**config.mk**
```make
export PLATFORM = sky130hd
export DESIGN_NAME = ring_entry_offset_lookup_unit
export DESIGN_NICKNAME = d
export VERILOG_FILES = /design/src/rtl/reol_pkg.sv /design/src/rtl/reol_store.sv /design/src/rtl/reol_ctrl.sv /design/src/rtl/ring_entry_offset_lookup_unit.sv
export SDC_FILE = /design/constraint.sdc
export NUM_CORES = 1
export LEC_CHECK = 0
export BUFFER_PORTS_ARGS = -buffer_cell sky130_fd_sc_hd__buf_2
export CAP_MARGIN = 5
export CORE_ASPECT_RATIO = 0.5
export CORE_MARGIN = 3
export CORE_UTILIZATION = 40
export CTS_CLUSTER_SIZE = 12
export DETAILED_ROUTE_END_ITERATION = 8
export GPL_ROUTABILITY_DRIVEN = 0
export MAX_ROUTING_LAYER = met4
export PLACE_DENSITY = 0.54
export SLEW_MARGIN = 5
export SYNTH_ARGS = -nofsm -noshare
export SYNTH_HDL_FRONTEND = slang
export SYNTH_SLANG_ARGS = --single-unit
```
**constraint.sdc**
```tcl
create_clock -name i_clk -period 8.4 [get_ports i_clk]
set_input_delay 2.52 -clock i_clk [delete_from_list [all_inputs] [get_ports i_clk]]
set_output_delay 2.52 -clock i_clk [all_outputs]
set_load 0.1 [all_outputs]
```
**src/rtl/reol_pkg.sv**
```systemverilog
// ----------------------------------------------------------------------------
// reol_pkg
// Shared types and constants for the ring entry offset lookup unit.
// ----------------------------------------------------------------------------
package reol_pkg;

    localparam int HANDLE_W   = 32;
    localparam int SIZE_IN_W  = 16;
    localparam int OFFSET_W   = 20;
    localparam int SLOT_OUT_W = 4;
    localparam int BYTE_W     = 16;

    localparam logic ACT_ADD  = 1'b0;
    localparam logic ACT_FIND = 1'b1;

    typedef enum logic [1:0] {
        S_IDLE,
        S_WALK,
        S_DONE
    } t_state;

    typedef struct packed {
        logic                  hit;
        logic [SLOT_OUT_W-1:0] slot_index;
        logic [HANDLE_W-1:0]   found_handle;
        logic [BYTE_W-1:0]     byte_in_entry;
    } t_result;

endpackage

```
**src/rtl/reol_store.sv**
```systemverilog
// ----------------------------------------------------------------------------
// reol_store
// Entry memories: handle and size arrays, one write port and one registered
// read port.
// ----------------------------------------------------------------------------
module reol_store #(
    parameter int DEPTH = 16,
    parameter int AW    = 4,
    parameter int SW    = 16
) (
    input  logic                         i_clk,
    input  logic                         i_we,
    input  logic [AW-1:0]                i_waddr,
    input  logic [reol_pkg::HANDLE_W-1:0] i_wdata_handle,
    input  logic [SW-1:0]                i_wdata_size,
    input  logic [AW-1:0]                i_raddr,
    output logic [reol_pkg::HANDLE_W-1:0] o_rd_handle,
    output logic [SW-1:0]                o_rd_size
);
    import reol_pkg::*;

    logic [HANDLE_W-1:0] r_handle_mem [DEPTH];
    logic [SW-1:0]       r_size_mem   [DEPTH];
    logic [HANDLE_W-1:0] r_rd_handle;
    logic [SW-1:0]       r_rd_size;

    always_ff @(posedge i_clk) begin
        if (i_we) begin
            r_handle_mem[i_waddr] <= i_wdata_handle;
            r_size_mem[i_waddr]   <= i_wdata_size;
        end
    end

    always_ff @(posedge i_clk) begin
        r_rd_handle <= r_handle_mem[i_raddr];
        r_rd_size   <= r_size_mem[i_raddr];
    end

    assign o_rd_handle = r_rd_handle;
    assign o_rd_size   = r_rd_size;

endmodule

```
**src/rtl/reol_ctrl.sv**
```systemverilog
// ----------------------------------------------------------------------------
// reol_ctrl
// Ring indices and lookup sequencer: stores added entries and walks the ring
// one entry per cycle, accumulating sizes until the offset is covered.
// ----------------------------------------------------------------------------
module reol_ctrl #(
    parameter int DEPTH = 16,
    parameter int AW    = 4,
    parameter int SW    = 16
) (
    input  logic                          i_clk,
    input  logic                          i_rst_n,
    input  logic                          i_valid,
    output logic                          o_stall,
    input  logic                          i_action,
    input  logic [reol_pkg::HANDLE_W-1:0]  i_entry_handle,
    input  logic [reol_pkg::SIZE_IN_W-1:0] i_entry_size,
    input  logic [reol_pkg::OFFSET_W-1:0]  i_char_offset,
    output logic                          o_we,
    output logic [AW-1:0]                 o_waddr,
    output logic [reol_pkg::HANDLE_W-1:0]  o_wdata_handle,
    output logic [SW-1:0]                 o_wdata_size,
    output logic [AW-1:0]                 o_raddr,
    input  logic [reol_pkg::HANDLE_W-1:0]  i_rd_handle,
    input  logic [SW-1:0]                 i_rd_size,
    output logic                          o_res_valid,
    output reol_pkg::t_result             o_res,
    input  logic                          i_res_take
);
    import reol_pkg::*;

    localparam int CW    = SW + AW + 1;
    localparam int CMP_W = ((CW > OFFSET_W) ? CW : OFFSET_W) + 1;

    t_state              r_state, n_state;
    logic [AW-1:0]       r_wr_idx, n_wr_idx;
    logic [AW-1:0]       r_rd_idx, n_rd_idx;
    logic                r_full, n_full;
    logic [AW-1:0]       r_slot, n_slot;
    logic [CW-1:0]       r_count, n_count;
    logic [OFFSET_W-1:0] r_offset, n_offset;
    t_result             r_res, n_res;

    logic [AW-1:0]       slot_next;
    logic [AW-1:0]       wr_next;
    logic [CMP_W-1:0]    cnt_ext;
    logic [CMP_W-1:0]    sum_ext;
    logic [CMP_W-1:0]    off_ext;
    logic [CMP_W-1:0]    diff_ext;
    logic [AW+3:0]       slot_wide;
    logic                hit_now;

    function automatic logic [AW-1:0] f_next(input logic [AW-1:0] idx);
        f_next = (idx == AW'(DEPTH - 1)) ? '0 : idx + 1'b1;
    endfunction

    assign slot_next = f_next(r_slot);
    assign wr_next   = f_next(r_wr_idx);
    assign cnt_ext   = CMP_W'(r_count);
    assign sum_ext   = cnt_ext + CMP_W'(i_rd_size);
    assign off_ext   = CMP_W'(r_offset);
    assign diff_ext  = off_ext - cnt_ext;
    assign slot_wide = {4'b0000, r_slot};
    assign hit_now   = (i_rd_size != '0) && (off_ext < sum_ext);

    always_ff @(posedge i_clk) begin
        if (!i_rst_n) begin
            r_state  <= S_IDLE;
            r_wr_idx <= '0;
            r_rd_idx <= '0;
            r_full   <= 1'b0;
        end else begin
            r_state  <= n_state;
            r_wr_idx <= n_wr_idx;
            r_rd_idx <= n_rd_idx;
            r_full   <= n_full;
        end
    end

    always_ff @(posedge i_clk) begin
        r_slot   <= n_slot;
        r_count  <= n_count;
        r_offset <= n_offset;
        r_res    <= n_res;
    end

    always_comb begin
        n_state        = r_state;
        n_wr_idx       = r_wr_idx;
        n_rd_idx       = r_rd_idx;
        n_full         = r_full;
        n_slot         = r_slot;
        n_count        = r_count;
        n_offset       = r_offset;
        n_res          = r_res;
        o_we           = 1'b0;
        o_waddr        = r_wr_idx;
        o_wdata_handle = i_entry_handle;
        o_wdata_size   = i_entry_size[SW-1:0];
        o_raddr        = slot_next;
        case (r_state)
            S_IDLE: begin
                if (i_valid) begin
                    n_res = '0;
                    if (i_action == ACT_ADD) begin
                        o_we     = 1'b1;
                        n_wr_idx = wr_next;
                        if (r_full) begin
                            n_rd_idx = wr_next;
                        end else if (wr_next == r_rd_idx) begin
                            n_full = 1'b1;
                        end
                        n_state = S_DONE;
                    end else begin
                        n_offset = i_char_offset;
                        if (r_wr_idx == r_rd_idx && !r_full) begin
                            n_state = S_DONE;
                        end else begin
                            o_raddr = r_rd_idx;
                            n_slot  = r_rd_idx;
                            n_count = '0;
                            n_state = S_WALK;
                        end
                    end
                end
            end
            S_WALK: begin
                if (hit_now) begin
                    n_res.hit           = 1'b1;
                    n_res.slot_index    = slot_wide[SLOT_OUT_W-1:0];
                    n_res.found_handle  = i_rd_handle;
                    n_res.byte_in_entry = diff_ext[BYTE_W-1:0];
                    n_state             = S_DONE;
                end else begin
                    n_count = sum_ext[CW-1:0];
                    if (slot_next == r_wr_idx) begin
                        n_state = S_DONE;
                    end else begin
                        n_slot = slot_next;
                    end
                end
            end
            S_DONE: begin
                if (i_res_take) begin
                    n_state = S_IDLE;
                end
            end
            default: begin
                n_state = S_IDLE;
            end
        endcase
    end

    assign o_stall     = (r_state != S_IDLE);
    assign o_res_valid = (r_state == S_DONE);
    assign o_res       = r_res;

endmodule

```
**src/rtl/ring_entry_offset_lookup_unit.sv**
```systemverilog
// ----------------------------------------------------------------------------
// ring_entry_offset_lookup_unit
// Circular buffer of handle/size entries with overwrite, and byte offset
// lookup over the concatenated entries.
// ----------------------------------------------------------------------------
// Input channel (i_valid / o_stall): one beat is an add (i_action = 0) or a
// find (i_action = 1). Output channel (o_valid / i_stall): one result beat
// per input beat, in order; an add returns an all-zero result.
// An add does one memory write, then the result moves to the output
// register. A find on an empty ring goes straight to its result; otherwise
// it visits 1 to DEPTH entries: the walk reads one entry per cycle from the
// entry memory's single read port and accumulates sizes, stopping at the
// entry that covers the offset or at the newest entry.
// One beat is in the sequencer at a time: the next input beat is accepted
// once the sequencer hands its result on.
// A result waits in the output register while i_stall is high; the next
// input beat is accepted meanwhile, and its result waits in the sequencer.
// Reset empties the ring (indices and full flag cleared) and drops any
// pending result; entry memories keep their contents and need no clearing.
// ----------------------------------------------------------------------------
module ring_entry_offset_lookup_unit #(
    parameter int DEPTH     = 16,
    parameter int SIZE_BITS = 16
) (
    input  logic                          i_clk,
    input  logic                          i_rst_n,
    input  logic                          i_valid,
    output logic                          o_stall,
    input  logic                          i_action,
    input  logic [reol_pkg::HANDLE_W-1:0]  i_entry_handle,
    input  logic [reol_pkg::SIZE_IN_W-1:0] i_entry_size,
    input  logic [reol_pkg::OFFSET_W-1:0]  i_char_offset,
    output logic                          o_valid,
    input  logic                          i_stall,
    output logic                          o_hit,
    output logic [reol_pkg::SLOT_OUT_W-1:0] o_slot_index,
    output logic [reol_pkg::HANDLE_W-1:0]  o_found_handle,
    output logic [reol_pkg::BYTE_W-1:0]    o_byte_in_entry
);
    import reol_pkg::*;

    localparam int AW = $clog2(DEPTH);
    localparam int SW = (SIZE_BITS < SIZE_IN_W) ? SIZE_BITS : SIZE_IN_W;

    logic                we;
    logic [AW-1:0]       waddr;
    logic [HANDLE_W-1:0] wdata_handle;
    logic [SW-1:0]       wdata_size;
    logic [AW-1:0]       raddr;
    logic [HANDLE_W-1:0] rd_handle;
    logic [SW-1:0]       rd_size;
    logic                res_valid;
    t_result             res;
    logic                res_take;

    logic                r_out_valid;
    t_result             r_out;

    reol_store #(
        .DEPTH (DEPTH),
        .AW    (AW),
        .SW    (SW)
    ) u_store (
        .i_clk          (i_clk),
        .i_we           (we),
        .i_waddr        (waddr),
        .i_wdata_handle (wdata_handle),
        .i_wdata_size   (wdata_size),
        .i_raddr        (raddr),
        .o_rd_handle    (rd_handle),
        .o_rd_size      (rd_size)
    );

    reol_ctrl #(
        .DEPTH (DEPTH),
        .AW    (AW),
        .SW    (SW)
    ) u_ctrl (
        .i_clk          (i_clk),
        .i_rst_n        (i_rst_n),
        .i_valid        (i_valid),
        .o_stall        (o_stall),
        .i_action       (i_action),
        .i_entry_handle (i_entry_handle),
        .i_entry_size   (i_entry_size),
        .i_char_offset  (i_char_offset),
        .o_we           (we),
        .o_waddr        (waddr),
        .o_wdata_handle (wdata_handle),
        .o_wdata_size   (wdata_size),
        .o_raddr        (raddr),
        .i_rd_handle    (rd_handle),
        .i_rd_size      (rd_size),
        .o_res_valid    (res_valid),
        .o_res          (res),
        .i_res_take     (res_take)
    );

    assign res_take = res_valid && (!r_out_valid || !i_stall);

    always_ff @(posedge i_clk) begin
        if (!i_rst_n) begin
            r_out_valid <= 1'b0;
        end else if (res_take) begin
            r_out_valid <= 1'b1;
        end else if (!i_stall) begin
            r_out_valid <= 1'b0;
        end
    end

    always_ff @(posedge i_clk) begin
        if (res_take) begin
            r_out <= res;
        end
    end

    assign o_valid         = r_out_valid;
    assign o_hit           = r_out.hit;
    assign o_slot_index    = r_out.slot_index;
    assign o_found_handle  = r_out.found_handle;
    assign o_byte_in_entry = r_out.byte_in_entry;

endmodule
```
==> metrics.md, run 1 <==
| Metric | Value |
|---|---|
| Largest area contributor in the netlist | edfxtp_1 |
| Final Slew Violations | 0 |
| Grt ovf | 0 |
| CTS tree | done |
| RR Endpoint | u_ctrl.o_res[8] |
| CP Cell Sequence | ha_1 -> inv_1 -> fa_1 -> nor2b_1 -> o31a_1 -> o211ai_1 -> a21oi_1 -> a21oi_1 -> a211o_1 -> ha_1 -> a21o_1 -> a2111oi_0 -> a2bb2oi_1 -> a21oi_1 -> a31oi_1 -> buf_4 -> nand2_1 -> nand2_4 -> buf_4 |
| Overall Power | just over 10000 µW |
| WP data required | roughly 8.7 ns |
| Critical path class | reg2reg |
| Depth of the CTS H-tree | 3 |
| First-pass GRT wire length | ~130 mm |
| Slew headroom | a little under a quarter |
| Top_reg_cell synth | edfxtp_1 |
| Avg Cell Area, Syn | between 15 and 20 µm² |
| Routed len/inst | about 23 µm |
| Clk root buf | clkbuf_16 |
| NumNets Final | 2587 |
| IO Pins | 128 |
| Total routed wirelength | 88.7 mm |
| Share of layout cells above drive strength 1 | between 10% and 20% |
| Pwr per Cell Area | roughly 240 nW/µm² |
| Largest net degree at the start of global routing | between 90 and 100 |
| GR Util All Layers | between 10% and 20% |
| DRT Pass-1 Iters | 5 |
| Vias | ~20000 |
| Pre-CTS WS | between 1.5 and 2 ns |
| Final Setup Violations | 0 |
| Antenna violations before repair | 4 |
| Max Clock Skew | roughly 0.033 ns |
| Worst-Skew Late Latency | 0.68 ns |
| Max Cap Viol | 0 |
| Critical path capture point type | register |
| FF-to-FF path depth | 19 |
| Vias in the first global route | ~19000 |
| Post-Syn Nets | around 2400 |
| Initial core utilization | slightly above 40% |
| Aggregate negative setup slack | 0 ns |
| Max FO, Critical Path | 32 |
| Clock buffer depth | 3 |
| Yosys reg bits | approximately 1000 |
| Cell Area, Synth | approximately 38000 µm² |
| Arr. time, crit path | about 6.1 ns |
| Worst path slowest cell | dfxtp_1 |
| Via density per instance | approximately 5.2 |
| Post-synthesis sequential area ratio | between 70% and 80% |
| Drt drc | 0 |
| Most frequent cell after synthesis | edfxtp_1 |
| Final Hold Fails | 0 |
| Worst Hold Depth | 0 |
| Die width | 444 µm |
| Fmax | 173 MHz |
| Number of flops mapped to enable cells by yosys | ~900 |
| VDD IR max | about 0.00017 V |
| Starting DRT DRC Count | between 1500 and 2000 |
| Maximum single-stage delay on the critical path | ~0.56 ns |
| Core Region | about 94000 µm² |
| Top cells by count, synth | 919 x edfxtp_1, 393 x mux2i_1, 193 x o22ai_1, 155 x nor2_1, 93 x nand2_1 |
| Rows | 79 |
| RSZ-0062 raised after global routing | no |
| Status | finished, final reports clean |
| Worst path most repeated cell | a21oi_1 |
| ANT nets after route | 0 |
| Area grow syn2layout | 12.9% |
| Hold EP | o_found_handle[27] |
| Die area | 99700 µm² |
| Reg-to-Reg Start | u_store.o_rd_size[0] |
| Post-synth ARST share | 0% |
| Hold_buf cts | 0 |
| Postcts setup bufs | 0 |
| Fin crit share | ~69% |
| Top-area cell type share of the netlist area | between 70% and 80% |
| Worst hold start | u_ctrl.o_res[43] |
| Warnings, synthesis | 0 |
| Worst Max-Slew Pin Slew | about 1.2 ns |
| Fill cells | approximately 8000 |
| Post-CTS sizing | 0 |
| Min Tclk post-route | between 5 and 6 ns |
| Synth cell types | 54 |
| Die H | 225 µm |
| Hold WC Path Type | reg2reg |
| Clock sink total | between 900 and 1000 |
| Synth top area cells | edfxtp_1 72%, mux2i_1 10%, o22ai_1 3.2% |
| Leak pwr | roughly 0.016 µW |
| HPWL Detailed | about 48 mm |
| Port Buf Inserts | around 130 |
| Internal reg-to-reg setup slack | 2.63 ns |
| Critical path launch point type | register |
| Cts bufs inserted | 94 |
| Final worst slack | around 2.6 ns |
| Clock Pin Slew Worst Setup and Hold Paths | roughly 0.060 ns |
| Mapped Cells | ~2300 |
==> layout by cell type, fill, tap and decap left out, types with 4 or more instances in the layout <==
cell type,count
clkbuf_1,56
edfxtp_1,919
nand3_1,12
mux2i_1,392
nand2_2,8
o21ai_0,21
o31ai_1,4
nand4_1,5
ha_1,55
dfxtp_1,60
o31a_1,7
inv_1,36
a31oi_1,10
o211ai_1,5
and3_1,4
buf_4,49
buf_12,6
o22ai_1,193
buf_2,127
nor2_1,143
clkbuf_16,97
xor2_1,18
nor4_1,6
a21oi_1,27
a211oi_1,7
a21o_1,14
nand2b_1,9
xnor2_1,22
nor3_2,4
nor3_1,7
nor2_4,12
nor2b_1,10
nand2_1,84
and2_1,40
o21a_1,6
==> worst max-delay path by stage <==
stage / start / slack [ns] / cells after the start / endpoint
after CTS: u_store.o_rd_size[0] / 2.47 / 19 / u_ctrl.o_res[8]
after global routing: u_store.o_rd_size[0] / 2.23 / 19 / u_ctrl.o_res[8]
final: u_store.o_rd_size[0] / 2.63 / 19 / u_ctrl.o_res[8]
after detailed placement: i_valid / 1.99 / 9 / u_store.o_rd_size[12]
after floorplan: i_valid / 1.39 / 4 / u_store.r_handle_mem[3][0]
after global placement: i_valid / 2.06 / 10 / u_store.o_rd_handle[17]
==> report_power, final <==
part / switching (µW) / internal [µW] / total [µW] / leakage [µW]
registers: 60.8 / 5460 / 5520 / 0.00887
logic: 605 / 286 / 891 / 0.00537
clock network: 1750 / 2170 / 3920 / 0.00133
total: 2420 / 7920 / 10300 / 0.0156
==> cell families (layout without fill, tap and decap cells) <==
kind of cell	after synthesis	after routing	synth area share [%]
buffers and inverters	136	382	2.21
other	0	2	0
AOI/OAI and AO/OA	314	314	5.26
and+or+nand+nor	356	356	4.14
adders and majority gates	57	57	1.90
muxes	395	395	10.3
xor gates and xnor gates	41	41	0.957
DFF	979	979	75.2
==> flip-flops by register name (all words and copies together) (netlist names) <==
name and cells:
o_byte_in_entry 16, o_found_handle 32, o_hit 1, o_slot_index 4
o_valid 1, u_ctrl.o_res 53, u_ctrl.o_waddr 4, u_ctrl.r_count 21
u_ctrl.r_full 1, u_ctrl.r_offset 20, u_ctrl.r_rd_idx 4, u_ctrl.r_slot 4
u_ctrl.r_state 2, u_store.o_rd_handle 32, u_store.o_rd_size 16, u_store.r_handle_mem 512
u_store.r_size_mem 256
==> per-stage QoR <==
stage | instances | instance area [µm²] | util (%) | hold WS, ns
2_1_floorplan | 2278 | 38300 | - | 0.400
3_3_place_gp | 3616 | 40500 | 43.1 | 0.401
3_5_place_dp | 3616 | 40500 | 43.1 | 0.405
4_1_cts | 3779 | 43200 | 46.0 | 0.409
5_1_grt | 3781 | 43200 | 46.0 | 0.418
6_report | 3781 | 43200 | 46.0 | 0.412
==> area by class of cell <==
cell class	count	area (µm²)	share of cell area (%)
inverters	37	139	0.321
clock buffers	156	2680	6.20
clock inverters	7	101	0.234
repair buffers	182	1120	2.60
well taps	1255	1570	3.63
flip-flops and latches	979	28800	66.6
diodes	2	5.00	0.0116
multi-input cells	1163	8820	20.4
==> layer usage <==
| layer | wire [µm] | global-route usage (%) |
|---|---|---|
| met3 | 4140 | 3.36 |
| met4 | 1470 | 3.57 |
| met1 | 41900 | 25.7 |
| met5 | 0 | - |
| met2 | 41100 | 28.1 |
==> critical path, delay by kind of cell (launching register included) <==
kind	cells	cell delay [ns]
buffers and inverters	3	0.71
and+or+nand+nor	3	0.76
AOI/OAI and AO/OA	10	2.37
adders and majority gates	3	0.98
DFF	1	0.56
(Power assumes the default switching activity.)
==> run 2: changes to the inputs <==
==> constraint.sdc (replaced) <==
create_clock -name i_clk -period 5.6 [get_ports i_clk]
set_input_delay 1.68 -clock i_clk [delete_from_list [all_inputs] [get_ports i_clk]]
set_output_delay 1.68 -clock i_clk [all_outputs]
set_load 0.1 [all_outputs]
==> run 2 against run 1 <==
  * Via count is 1.2% higher
  * Cell area is 1.5% higher
  * Routed wire length rose by 0.68%
  * Total power grew 52%
  * Global-route usage about the same
  * Final cell count up 0.90%
  * Register-to-register slack worse by 1.9 ns
  * Worst setup slack worse by 1.9 ns
  * Critical path type unchanged
  * Largest cell class unchanged
==> metrics.md, run 2 (synthesis gave the netlist of run 1 again) <==
| Metric | Value |
|---|---|
| Highest-count cells in the layout ignoring fill and taps | 919 x edfxtp_1, 392 x mux2i_1, 193 x o22ai_1 |
| DRT Pass-1 Iters | 5 (unchanged) |
| Largest net degree at the start of global routing | 49 (-50%) |
| Top routing layer in use | met4 |
| Clk root buf | clkbuf_16 |
| Clock buffer depth | 3 (unchanged) |
| CTS tree | done |
| Arr. time, crit path | 5.13 ns (-0.96 ns) |
| HPWL Detailed | 48.5 mm (+0.39%) |
| Final Slew Violations | 0 (unchanged) |
| NumNets Final | 2617 (+1.2%) |
| Routed len/inst | 23.4 µm (-0.22%) |
| Hold WC Path Type | reg2reg |
| Fmax | 207 MHz (+20%) |
| Area grow syn2layout | 14.6% |
| Total routed wirelength | 89.3 mm (+0.68%) |
| Vias in the first global route | 19600 (+0.48%) |
| Worst Max-Slew Pin Slew | 1.20 ns (+0.0495 ns) |
| Slew headroom | 19.5% (-3.5 points) |
| Aggregate negative setup slack | 0 ns (unchanged) |
| Hold_buf cts | 0 (unchanged) |
| Post-Layout Cell Count | 3815 (+0.90%) |
| Max Clock Skew | 0.0503 ns (+0.0175 ns) |
| Largest register FFs | 512 (unchanged) |
| Fin crit share | 86.2% (+18 points) |
| Leak pwr | 0.0158 µW (+1.7%) |
| Sequential share of power | 52.8% (-0.6 points) |
| Placed cells | 3646 (+0.83%) |
| Final Setup Violations | 0 (unchanged) |
| Worst-Skew Late Latency | 0.69 ns (about the same) |
| Fin area | 43900 µm² (+1.5%) |
| Pwr per Cell Area | 357 nW/µm² (+49%) |
| Fill cells | 8029 (-0.96%) |
| RSZ-0062 raised after global routing | no |
| Top reg by flops | u_store.r_handle_mem |
| Starting DRT DRC Count | 1712 (+14%) |
| Critical path launch point type | register |
| Drt drc | 0 (unchanged) |
| Clock Pin Slew Worst Setup and Hold Paths | 0.06 ns (about the same) |
| Rows | 79 (unchanged) |
| Cts bufs inserted | 94 (unchanged) |
| Critical path capture point type | register |
| Grt ovf | 0 (unchanged) |
| Max Cap Viol | 0 (unchanged) |
| Initial core utilization | 40.8% (unchanged) |
| Via density per instance | 5.24 (+0.26%) |
| Min Tclk post-route | 4.83 ns (-0.943 ns) |
| Sw Ratio | 23.6% (+0.21 points) |
| Clock sink total | 979 (unchanged) |
| Footprint of the multi-input gates | 8840 µm² (+0.28%) |
| IO Pins | 128 (unchanged) |
| Switch Pwr | 3700 µW (+53%) |
| Antenna violations before repair | 9 (+5) |
| Port Buf Inserts | 127 (unchanged) |
| Depth of the CTS H-tree | 3 (unchanged) |
| Status | finished, final reports clean |
| Share of layout cells above drive strength 1 | 14.1% (+1.2 points) |
| Gate power share | 9.0% (+0.4 points) |
| ANT nets after route | 0 (unchanged) |
| Commonest non-fill, non-tap cell in the layout | edfxtp_1 |
| GR Util All Layers | 18.3% (+0.022 points) |
| Die width | 444 µm (unchanged) |
| Clk pwr share | 38.2% (+0.3 points) |
| Met2 wire len | 39.3 mm (-4.5%) |
| Critical path class | reg2reg |
| Final Hold Fails | 0 (unchanged) |
| WP data required | 5.90 ns (-2.82 ns) |
| Met1 WL | 43.7 mm (+4.2%) |
| Die area | 99700 µm² (unchanged) |
| First-pass GRT wire length | 130 mm (-0.26%) |
| Postcts setup bufs | 0 (unchanged) |
| Placement Cell Area | 41100 µm² (+1.5%) |
| Core Region | 93900 µm² (unchanged) |
| Max FO, Critical Path | 22 (-31%) |
| VDD IR max | 0.000216 V (+26%) |
| Post-CTS sizing | 0 (unchanged) |
| Register area | 28800 µm² (unchanged) |
| Int Power | 12000 µW (+51%) |
| Wire length on met3 | 4.67 mm (+13%) |
| Die H | 225 µm (unchanged) |
| Vias | 20000 (+1.2%) |
run 2: cell count changes in the layout (fill, tap and decap cells not counted), sizes merged:
cell / change
buf: +30
clkbuf: +4
clkinvlp: -1
inv: +1
run 2: per-stage QoR:
stage | power (µW) | hold WS, ns | setup slack [ns] | util (%)
6_report | 15700 | 0.412 | 0.773 | 46.7
3_3_place_gp | 9830 | 0.400 | 0.643 | 43.7
3_5_place_dp | 9850 | 0.405 | 0.663 | 43.7
4_1_cts | 15800 | 0.410 | 0.651 | 46.7
5_1_grt | 16300 | 0.423 | 0.389 | 46.7
2_1_floorplan | 9380 | 0.400 | 0.535 | -
run 2: routing by layer:
layer	track usage, %	vias up
met3	3.19	137
met2	26.5	456
met1	26.9	10100
met5	-	-
met4	4.31	0
li1	-	9270
run 2: worst paths after layout:
path | cells after the start | slack, ns | startpoint | to
worst max register to register | 18 | 0.77 | u_ctrl.r_count[6] | u_ctrl.o_res[51]
worst max-delay path | 18 | 0.77 | u_ctrl.r_count[6] | u_ctrl.o_res[51]
worst min register to register | 0 | 0.41 | u_ctrl.o_res[45] | o_found_handle[29]
worst min-delay path | 0 | 0.41 | u_ctrl.o_res[45] | o_found_handle[29]
run 2: cell type report:
cell class | count | area share, %
clock inverter | 7 | 0.228
timing repair buffer | 212 | 3.87
clock buffer | 160 | 6.23
multi-input combinational | 1163 | 20.2
tap | 1255 | 3.58
antenna | 2 | 0.0114
sequential | 979 | 65.6
inverter | 37 | 0.316
run 2: power groups by stage:
stage | clock [µW] | combinational, µW | sequential [µW]
2_1_floorplan | 0 | 789 | 8590
3_3_place_gp | 0 | 1410 | 8420
3_5_place_dp | 0 | 1420 | 8420
4_1_cts | 6130 | 1430 | 8270
5_1_grt | 6440 | 1540 | 8280
6_report | 5990 | 1410 | 8270
run 2: critical path, cell delays in order (launching register included):
cell,delay [ns]
edfxtp_1,0.39
ha_1,0.35
nand2_1,0.09
o21ai_0,0.26
nand2_1,0.18
o31ai_1,0.38
a21o_1,0.18
a21oi_1,0.08
xnor2_1,0.21
ha_1,0.29
a21o_1,0.18
a21o_1,0.16
a2111oi_0,0.38
a2bb2oi_1,0.23
a21oi_1,0.10
a31oi_1,0.37
nand2_1,0.16
nand2_4,0.13
buf_4,0.33
